==> src/gyr_pkg.sv <==
// ----------------------------------------------------------------------------
// gyr_pkg
// shared types, widths and cordic constants for the gimbal rotation unit
// ----------------------------------------------------------------------------
package gyr_pkg;

    localparam int TRIG_FRAC_BITS_DEF = 15;
    localparam int CORDIC_ITERS       = 28;
    localparam int CORDIC_FRAC        = 30;
    localparam int XY_W               = 34;
    localparam int Z_W                = 36;
    localparam int ANG_W              = 17;
    localparam int PT_W               = 32;
    localparam int FULL_TURN          = 36000;
    localparam int QUARTER_TURN       = FULL_TURN / 4;

    localparam logic signed [XY_W-1:0] CORDIC_GAIN = 34'sd652032874;

    typedef logic signed [XY_W-1:0] t_xy;
    typedef logic signed [Z_W-1:0]  t_z;
    typedef logic signed [PT_W-1:0] t_pt;

    typedef struct packed {
        t_xy        x;
        t_xy        y;
        t_z         z;
        logic [1:0] quad;
    } t_lane;

    typedef struct packed {
        logic  valid;
        logic  opcode;
        t_pt   px;
        t_pt   py;
        t_pt   pz;
        t_lane pitch;
        t_lane yaw;
    } t_cell_data;

    // arctangent of 2^-i in units of 1e-8 degree
    function automatic t_z atan_val(input int idx);
        case (idx)
            0:       return 36'sd4500000000;
            1:       return 36'sd2656505118;
            2:       return 36'sd1403624347;
            3:       return 36'sd712501635;
            4:       return 36'sd357633437;
            5:       return 36'sd178991061;
            6:       return 36'sd89517371;
            7:       return 36'sd44761417;
            8:       return 36'sd22381050;
            9:       return 36'sd11190568;
            10:      return 36'sd5595289;
            11:      return 36'sd2797645;
            12:      return 36'sd1398823;
            13:      return 36'sd699411;
            14:      return 36'sd349706;
            15:      return 36'sd174853;
            16:      return 36'sd87426;
            17:      return 36'sd43713;
            18:      return 36'sd21857;
            19:      return 36'sd10928;
            20:      return 36'sd5464;
            21:      return 36'sd2732;
            22:      return 36'sd1366;
            23:      return 36'sd683;
            24:      return 36'sd342;
            25:      return 36'sd171;
            26:      return 36'sd85;
            27:      return 36'sd43;
            default: return '0;
        endcase
    endfunction

endpackage

==> src/gyr_cordic_cell.sv <==
// ----------------------------------------------------------------------------
// gyr_cordic_cell
// one cordic micro-rotation for the pitch and yaw lanes, registered
// ----------------------------------------------------------------------------
module gyr_cordic_cell #(
    parameter int SHIFT = 0
) (
    input  logic                i_clk,
    input  logic                i_rst_n,
    input  gyr_pkg::t_cell_data i_data,
    output gyr_pkg::t_cell_data o_data
);
    import gyr_pkg::*;

    t_cell_data n_data;
    t_cell_data r_data;

    function automatic t_lane rot(input t_lane l);
        t_lane r;
        t_xy   xs;
        t_xy   ys;
        xs = l.x >>> SHIFT;
        ys = l.y >>> SHIFT;
        r  = l;
        if (!l.z[Z_W-1]) begin
            r.x = l.x - ys;
            r.y = l.y + xs;
            r.z = l.z - atan_val(SHIFT);
        end else begin
            r.x = l.x + ys;
            r.y = l.y - xs;
            r.z = l.z + atan_val(SHIFT);
        end
        return r;
    endfunction

    always_comb begin
        n_data       = i_data;
        n_data.pitch = rot(i_data.pitch);
        n_data.yaw   = rot(i_data.yaw);
    end

    always_ff @(posedge i_clk) begin
        if (!i_rst_n) begin
            r_data.valid <= 1'b0;
        end else begin
            r_data <= n_data;
        end
    end

    assign o_data = r_data;

endmodule

==> config.mk <==
export PLATFORM = sky130hd
export DESIGN_NAME = gyr_cordic_cell
export DESIGN_NICKNAME = d
export VERILOG_FILES = /design/src/gyr_pkg.sv /design/src/gyr_cordic_cell.sv
export SDC_FILE = /design/constraint.sdc
export NUM_CORES = 1
export LEC_CHECK = 0
export BUFFER_PORTS_ARGS = -buffer_cell sky130_fd_sc_hd__buf_2
export CAP_MARGIN = 40
export CELL_PAD_IN_SITES_DETAIL_PLACEMENT = 1
export CELL_PAD_IN_SITES_GLOBAL_PLACEMENT = 2
export CORE_AREA = 2 2 267 269
export DETAILED_ROUTE_END_ITERATION = 7
export DIE_AREA = 0 0 269 271
export PLACE_DENSITY_LB_ADDON = 0.08
export SYNTH_ARGS = -nofsm -noshare
export SYNTH_HDL_FRONTEND = slang
export SYNTH_SLANG_ARGS = --single-unit
==> constraint.sdc <==
create_clock -name i_clk -period 4.9 [get_ports i_clk]
set_input_delay 0.98 -clock i_clk [delete_from_list [all_inputs] [get_ports i_clk]]
set_output_delay 0.98 -clock i_clk [all_outputs]
set_load 0.02 [all_outputs]
==> impl_metrics.toml <==
[detailed_routing]
viasPerCell = 5.22
drtAntennaViolNets = 0
drc = 0
wl_per_cell_um = 23.6
wirelength_mm = 93.0
vias = 20608
drt_iter0_drc = 1227
drtPass1Iterations = 5

[flow_run]
maxCapViolCount = 0

[layout]
fillCellCount = 8170
syn_to_final_growth_pct = 24.3
fin_nets = 3533
utilization = 0.408
largest_reg_flops = 308
regArea_sq_mm = 0.00924
multi_input_area_sq_mm = 0.0125
drive_gt1_frac = 0.253

[timing]
setup_viol = 0
fmax_ghz = 0.254
period_share = 0.804
hold_viol_final = 0
min_period_ps = 3940
grt_setup_unrepaired = "no"
tightest_slew_ps = 843
drv_slew = 0
setup_tns_ps = 0
timing.final.ws_setup_ps = 960
slew_headroom = 0.438

[outcome]
status = "finished clean"

[die]
io_pins = 622
start_util = 0.328
die-area_sq_mm = 0.0729
coreArea_sq_mm = 0.0698
die_h_um = 271
die_x_um = 269
fp-row-count = 97

[synth]
netlist_area_sq_mm = 0.0229
synthCells = 2358
synth_top_area_frac = 0.403
yosys.area.top_type = "edfxtp_1"
synth-edff-count = 307
async_reset_ff_frac = 0
synth.distinct_cells = 94
syn_nets = 2928
synth_flop_cell = "edfxtp_1"
yosys-top-cells-area = "edfxtp_1 40%, ha_1 14%, a21oi_1 6.6%"
ys_warn_count = 0
yosysSeqAreaShare = 0.403
synth-seq-cells = 308
avgSynthCellArea_sq_um = 9.71

[global_route]
grt_pass1_wl_mm = 137
first_global_vias = 21717
track_usage = 0.249
overflow = 0
use_met3 = 0.0481
grt_util_met2 = 0.430
grt_antenna_before_repair = 30
grt_max_degree = 88
grt_busiest_layer = "met2"
grt_util_met1 = 0.314

[cts]
cts_sinks = 308
cts_tree = "built"
post_cts_resized = 0
cts_htree_levels = 2
clk_pin_slew_ps = 60
cts_buffers = 40
root_buffer = "clkbuf_16"
cts_hold_buf = 0
post_cts_buffers = 0
cts_buffer_depth = 3

[power_and_ir_drop]
leakage_nw = 12.6
ir_drop_mv = 0.218
power_density_mw_per_mm2 = 338

[placed_design]
port_buffers = 621
place_congestion = 0.930
dp_hpwl_mm = 75.6
pre_cts_ws_ps = 403

[setup_path]
crit_arrival_ps = 4250
end_kind = "register"
crit_end = "o_data[102]"
critical_path_class = "input pin to register"
crit_path_start_kind = "input pin"
path_max_fanout = 5
crit_required_ps = 5210
crit_start = "i_data[38]"

[min_path]
hold_path.class = "input pin to register"
layout make-up:
| class | instances | area share |
|---|---|---|
| antenna | 16 | 0.00141 |
| clock buffer | 48 | 0.0373 |
| clock inverter | 23 | 0.00937 |
| inverter | 217 | 0.0286 |
| multi-input combinational | 1747 | 0.439 |
| sequential | 308 | 0.325 |
| tap | 940 | 0.0413 |
| timing repair buffer | 649 | 0.118 |
worst min path at each step:
stage,start,endpoint,slack (ps),cells after the start
floorplan,i_data[0],o_data[0],1080,0
global placement,i_data[252],o_data[252],1160,1
detailed placement,i_data[283],o_data[283],1160,1
CTS,i_data[235],o_data[235],520,1
global route,i_data[235],o_data[235],530,1
finish,i_data[235],o_data[235],570,1
per-layer routing:
layer / up-vias / wire length, um
met4: 14 / 2080
met3: 121 / 5190
met2: 501 / 46000
met5: - / 89
met1: 10204 / 39600
li1: 9768 / -
cells in the mapped netlist (4+ instances only):
library cell and count:
a31oi_1 17, or4_1 6, a21oi_1 301, or3_1 10, nand2_1 96, xnor2_1 157
a211o_1 9, o31ai_1 24, clkbuf_1 49, nor4_1 13, fa_1 8, o21bai_1 62
or2_2 5, nor2b_1 25, a2111oi_0 7, a211oi_1 19, nand2b_1 27, ha_1 250
o211ai_1 6, o2111ai_1 5, o21a_1 20, nand3_1 34, buf_1 11, clkinv_1 7
and3_1 9, inv_1 207, a21boi_0 7, xor2_1 19, o22ai_1 10, a21o_1 72
and2_1 6, edfxtp_1 307, o221ai_1 4, o21ai_1 21, a221oi_1 5, a311oi_1 6
o41ai_1 6, buf_2 24, nor3_1 37, mux2i_1 22, nand4_1 16, nor2_1 198
o21ai_0 123, a221o_1 4
per-stage QoR:
stage               instance area (sq um)  hold WS (ps)  cells  power, mW
CTS                                 28400           517   3932       9.76
floorplan                           22900          1080   2358       5.42
detailed placement                  27100          1160   3861       6.65
finish                              28500           567   3948       9.62
global placement                    27100          1160   3861       6.63
global route                        28400           528   3944       10.1
critical path: stages:
cell and delay (ps):
buf_2 120, ha_1 220, fa_1 420, nand2b_1 140
a221oi_1 110, or4_1 480, a211oi_2 520, o21a_2 300
nor4b_2 70, o22ai_1 300, o31ai_1 170, a32oi_1 280
xnor2_1 130
cell usage in the layout, fill, tap and decap left out, types with 7 or more instances in the layout:
master,n
a2111oi_0,7
a211o_1,9
a211oi_1,19
a21boi_0,7
a21o_1,72
a21oi_1,301
a31oi_1,17
and3_1,9
buf_2,618
buf_4,27
clkbuf_16,40
clkinv_1,13
clkinv_2,7
diode_2,16
edfxtp_1,307
fa_1,8
ha_1,250
inv_1,206
mux2i_1,22
nand2_1,96
nand2b_1,27
nand3_1,34
nand4_1,16
nor2_1,198
nor2b_1,25
nor3_1,37
nor4_1,13
o21a_1,20
o21ai_0,123
o21ai_1,21
o21bai_1,62
o22ai_1,10
o31ai_1,24
or3_1,10
xnor2_1,157
xor2_1,19
cell families after synthesis:
group / after synthesis / synth area share
buf+inv: 303 / 0.0513
simple gates: 498 / 0.102
flops: 308 / 0.403
compound gates: 792 / 0.222
xor+xnor: 176 / 0.0673
fa+ha+maj: 258 / 0.144
mux: 23 / 0.0101
power by group:
part	switching [mW]	leakage, nW	internal (mW)
sequential	0.133	3.01	3.37
clock	1.25	0.647	1.77
combinational	2.04	8.95	1.07
(Power assumes the default switching activity.)
