`config.mk`:
```
export PLATFORM = sky130hd
export DESIGN_NAME = gyr_angle_prep
export DESIGN_NICKNAME = d
export VERILOG_FILES = /design/src/gyr_pkg.sv /design/src/gyr_angle_prep.sv
export SDC_FILE = /design/constraint.sdc
export NUM_CORES = 1
export LEC_CHECK = 0
export ABC_AREA = 1
export ABC_CLOCK_PERIOD_IN_PS = 6800
export BUFFER_PORTS_ARGS = -buffer_cell sky130_fd_sc_hd__buf_4
export CORE_ASPECT_RATIO = 0.5
export CORE_UTILIZATION = 40
export DETAILED_ROUTE_END_ITERATION = 10
export GPL_TIMING_DRIVEN = 0
export SETUP_SLACK_MARGIN = 0.5
export SYNTH_ARGS = -nofsm -noshare
export SYNTH_HDL_FRONTEND = slang
export SYNTH_SLANG_ARGS = --single-unit
```
`constraint.sdc`:
```
create_clock -name i_clk -period 6.8 [get_ports i_clk]
set_input_delay 0 -clock i_clk [delete_from_list [all_inputs] [get_ports i_clk]]
set_output_delay 0 -clock i_clk [all_outputs]
set_load 0.01 [all_outputs]
```
`src/gyr_pkg.sv`:
```
// ----------------------------------------------------------------------------
// gyr_pkg
// shared types, widths and cordic constants for the gimbal rotation unit
// ----------------------------------------------------------------------------
package gyr_pkg;

    localparam int TRIG_FRAC_BITS_DEF = 15;
    localparam int CORDIC_ITERS       = 28;
    localparam int CORDIC_FRAC        = 30;
    localparam int XY_W               = 34;
    localparam int Z_W                = 36;
    localparam int ANG_W              = 17;
    localparam int PT_W               = 32;
    localparam int FULL_TURN          = 36000;
    localparam int QUARTER_TURN       = FULL_TURN / 4;

    localparam logic signed [XY_W-1:0] CORDIC_GAIN = 34'sd652032874;

    typedef logic signed [XY_W-1:0] t_xy;
    typedef logic signed [Z_W-1:0]  t_z;
    typedef logic signed [PT_W-1:0] t_pt;

    typedef struct packed {
        t_xy        x;
        t_xy        y;
        t_z         z;
        logic [1:0] quad;
    } t_lane;

    typedef struct packed {
        logic  valid;
        logic  opcode;
        t_pt   px;
        t_pt   py;
        t_pt   pz;
        t_lane pitch;
        t_lane yaw;
    } t_cell_data;

    // arctangent of 2^-i in units of 1e-8 degree
    function automatic t_z atan_val(input int idx);
        case (idx)
            0:       return 36'sd4500000000;
            1:       return 36'sd2656505118;
            2:       return 36'sd1403624347;
            3:       return 36'sd712501635;
            4:       return 36'sd357633437;
            5:       return 36'sd178991061;
            6:       return 36'sd89517371;
            7:       return 36'sd44761417;
            8:       return 36'sd22381050;
            9:       return 36'sd11190568;
            10:      return 36'sd5595289;
            11:      return 36'sd2797645;
            12:      return 36'sd1398823;
            13:      return 36'sd699411;
            14:      return 36'sd349706;
            15:      return 36'sd174853;
            16:      return 36'sd87426;
            17:      return 36'sd43713;
            18:      return 36'sd21857;
            19:      return 36'sd10928;
            20:      return 36'sd5464;
            21:      return 36'sd2732;
            22:      return 36'sd1366;
            23:      return 36'sd683;
            24:      return 36'sd342;
            25:      return 36'sd171;
            26:      return 36'sd85;
            27:      return 36'sd43;
            default: return '0;
        endcase
    endfunction

endpackage

```
`src/gyr_angle_prep.sv`:
```
// ----------------------------------------------------------------------------
// gyr_angle_prep
// wraps an angle into one turn, splits quadrant and scales remainder for cordic
// ----------------------------------------------------------------------------
module gyr_angle_prep (
    input  logic                             i_clk,
    input  logic signed [gyr_pkg::ANG_W-1:0] i_angle,
    output logic [1:0]                       o_quad,
    output gyr_pkg::t_z                      o_z
);
    import gyr_pkg::*;

    logic signed [18:0] w_sum;
    logic [17:0]        w_v;
    logic [15:0]        w_red;
    logic [1:0]         w_quad;
    logic [13:0]        w_rem;
    logic [1:0]         r_quad1;
    logic [13:0]        r_rem;

    always_comb begin
        // offset by two turns so the value is positive, then strip whole turns
        w_sum = 19'(i_angle) + 19'sd72000;
        w_v   = w_sum[17:0];
        if (w_v >= 18'd108000) begin
            w_red = 16'(w_v - 18'd108000);
        end else if (w_v >= 18'd72000) begin
            w_red = 16'(w_v - 18'd72000);
        end else if (w_v >= 18'd36000) begin
            w_red = 16'(w_v - 18'd36000);
        end else begin
            w_red = w_v[15:0];
        end
        if (w_red >= 16'd27000) begin
            w_quad = 2'd3;
            w_rem  = 14'(w_red - 16'd27000);
        end else if (w_red >= 16'd18000) begin
            w_quad = 2'd2;
            w_rem  = 14'(w_red - 16'd18000);
        end else if (w_red >= 16'(QUARTER_TURN)) begin
            w_quad = 2'd1;
            w_rem  = 14'(w_red - 16'(QUARTER_TURN));
        end else begin
            w_quad = 2'd0;
            w_rem  = w_red[13:0];
        end
    end

    always_ff @(posedge i_clk) begin
        r_quad1 <= w_quad;
        r_rem   <= w_rem;
        o_quad  <= r_quad1;
        o_z     <= t_z'({22'd0, r_rem}) * 36'sd1000000;
    end

endmodule

```
==> summary.txt <==
result of the run -> completed
Die Area -> 17500 sq um
final antenna-violating net count -> 0
unrepaired setup endpoints after global routing -> no
maximum clock frequency -> 171 MHz
buffers added on ports -> 47
initial antenna violation count -> 0
final period demand of the worst path -> 5.85 ns
type of the worst min-delay path -> primary input to flop
endpoint required time on the critical path -> 7.03 ns
reported max-cap violation count -> 0
total length of routed wires -> 14700 um
share of flip-flops with an asynchronous set or reset after synthesis -> 0%
DR iter-0 viols -> 348
Fillers -> 1627
flip-flop cell with the highest count after synthesis -> dfxtp_1
peak fanout along the critical path -> 7
Clock transition at path regs -> 0.07 ns
proportion of layout cells with a drive suffix above 1 -> 16.9%
Mapped Area -> 6790 sq um
number of iterations in the first detailed-routing pass -> 4
Vias/cell -> 4.78
core outline area -> 16500 sq um
global router's overall resource usage -> 18.0%
GRT Residual Overflow -> 0
Gate Count Post-Synth -> 882
routed len/inst -> 12.5 um
final cycle utilization of the critical path -> 86.1%
via count of the first global-routing pass -> 5271
Yosys reg bits -> 46
fraction of the yosys area taken by sequential cells -> 13.6%
placed wire-length estimate -> 12200 um
Die Y -> 94.1 um
antenna fix cells -> 0
sort of element at the end of the critical path -> flop
total number of placement rows -> 33
total via count in the routed design -> 5620
Inserted Clock Buffers -> 5
Layout Area Growth over Synthesis -> 12.6%
clock insertion delay at the later pin of the skew report -> 0.30 ns
final number of hold-violating endpoints -> 0
post-route setup TNS -> 0 ns
per-instance average area after synthesis -> 7.70 sq um
nets@finish -> 1124
starting density of the core -> 41.2%
final clock skew -> 0.00857 ns
TritonCTS clock tree -> built
count of distinct cell types in the synthesized netlist -> 44
arrival time at the worst endpoint -> 6.08 ns
DIE WIDTH -> 186 um
crit start category -> flop
RePlAce Congestion -> 0.901
class of the most critical setup path -> flop to flop
CTS sink cnt -> 46
I/O pin count -> 56
number of flops mapped to enable cells by yosys -> 0
Final Slew Violations -> 0
setup-violating endpoint count in the final report -> 0
pin count of the biggest net entering global routing -> 17
maximum clock insertion buffer count -> 2
clock root buffer master -> clkbuf_16
level count of the clock H-tree -> 2
Syn. warnings -> 0
wire length of the first global-routing pass -> 25200 um
number of design rule violations left after detail routing -> 0
final timing paths:
kind | cells past startpoint | to | from | slack [ns]
worst max-delay path | 20 | o_z[32]$_DFF_P_ | r_rem[0]$_DFF_P_ | 0.95
worst min-delay path | 5 | r_rem[5]$_DFF_P_ | i_angle[4] | 0.24
worst max register to register | 20 | o_z[32]$_DFF_P_ | r_rem[0]$_DFF_P_ | 0.95
worst min register to register | 0 | o_quad[0]$_DFF_P_ | r_quad1[0]$_SDFF_PN1_ | 0.33
metal layers:
metal / GRT usage, % / wire, um / up-vias / part of all wire, %
met4: 3.76 / 155 / 0 / 1.1
met1: 24.4 / 7340 / 2542 / 50
met3: 2.05 / 618 / 11 / 4.2
met2: 30.7 / 6610 / 115 / 45
li1: - / - / 2952 / -
met5: 0 / 0 / - / 0
cell usage in the layout, fill, tap and decap left out, types with 4 or more instances in the layout:
cell / count
conb_1: 8
clkbuf_16: 5
inv_2: 16
nand2_1: 237
a21boi_0: 4
o21ai_0: 16
buf_6: 5
buf_4: 57
nand2_4: 10
o21ai_1: 6
nand3_1: 45
a21oi_1: 32
fa_1: 45
nand2_2: 22
nor2_2: 8
dfxtp_1: 46
ha_1: 114
nand3_4: 5
nor2_1: 46
inv_1: 92
xor2_1: 43
nor2_4: 7
nand3_2: 6
nand4_1: 23
xnor2_1: 15
dlygate4sd3_1: 4
synth_stat cells, types with 2 or more instances:
cell,count,share of area (%)
a21boi_0,4,0.44
a21boi_2,2,0.33
a21oi_1,32,2.4
a21oi_2,3,0.39
buf_4,10,1.1
buf_6,5,0.83
clkinv_2,2,0.15
dfxtp_1,46,14
fa_1,45,13
ha_1,114,21
inv_1,92,5.1
inv_2,16,0.88
nand2_1,237,13
nand2_2,22,2.0
nand2_4,10,1.7
nand3_1,45,3.3
nand3_2,6,0.88
nand3_4,5,1.3
nand4_1,23,2.1
nor2_1,46,2.5
nor2_2,8,0.74
nor2_4,7,1.2
o211ai_1,2,0.22
o21ai_0,16,1.2
o21ai_1,6,0.44
o21ai_2,2,0.26
o21bai_1,3,0.33
xnor2_1,15,1.9
xor2_1,43,5.5
registers in the layout, indices dropped and copies added (netlist names):
register	count
o_quad	2
o_z	28
r_quad1	2
r_rem	14
logic make-up (layout without fill, tap and decap cells):
family | Yosys count | in the layout | synth area share, %
AND/OR/NAND/NOR | 417 | 417 | 29.9
adder cells (fa/ha/maj) | 159 | 159 | 34.3
buffers and inverters | 127 | 186 | 8.20
AO/OA/AOI/OAI | 74 | 74 | 6.52
XOR/XNOR | 58 | 58 | 7.48
flip-flops | 46 | 46 | 13.6
other | 1 | 8 | 0.0552
worst max-delay path: stages, from the launching register on:
cell and delay [ns]:
dfxtp_1 0.54, fa_1 0.48, fa_1 0.49, fa_1 0.57, fa_1 0.42, ha_1 0.29
inv_1 0.05, fa_1 0.49, inv_1 0.04, ha_1 0.33, a21oi_1 0.15, a21boi_0 0.31
o21ai_0 0.18, a21boi_0 0.33, o21ai_0 0.19, a21boi_0 0.31, o21ai_0 0.18, nand2_1 0.09
nand2_1 0.05, a21oi_1 0.14, xor2_1 0.15
layout make-up:
| cell class | instances | area (sq um) | share of cell area, % |
|---|---|---|---|
| sequential | 46 | 921 | 12.0 |
| inverter | 111 | 422 | 5.51 |
| buffer | 16 | 135 | 1.77 |
| clock inverter | 3 | 25.0 | 0.327 |
| timing repair buffer | 51 | 393 | 5.14 |
| multi-input combinational | 716 | 5340 | 69.9 |
| tap | 227 | 284 | 3.71 |
| clock buffer | 5 | 125 | 1.64 |
through the flow:
stage / cells / utilization, % / cell area (sq um) / worst slack [ns] / hold slack, ns
6_report: 1175 / 46.4 / 7650 / 0.948 / 0.236
5_1_grt: 1175 / 46.4 / 7650 / 0.509 / 0.266
4_1_cts: 1175 / 46.4 / 7650 / 0.864 / 0.229
3_5_place_dp: 1163 / 45.3 / 7460 / 0.888 / 0.116
3_3_place_gp: 1163 / 45.3 / 7460 / 0.911 / 0.115
2_1_floorplan: 889 / - / 6820 / 1.47 / 0.0277
what timing repair did:
item                                   in CTS  in global routing
hold buffers                                4                  0
gates resized for setup                     0                  0
endpoints found under the hold margin       4                  0
setup buffers                               0                  0
Power is left out: the tool's default activity adds up to more than one toggle a clock period on the data nets, which glitch-free logic cannot reach.
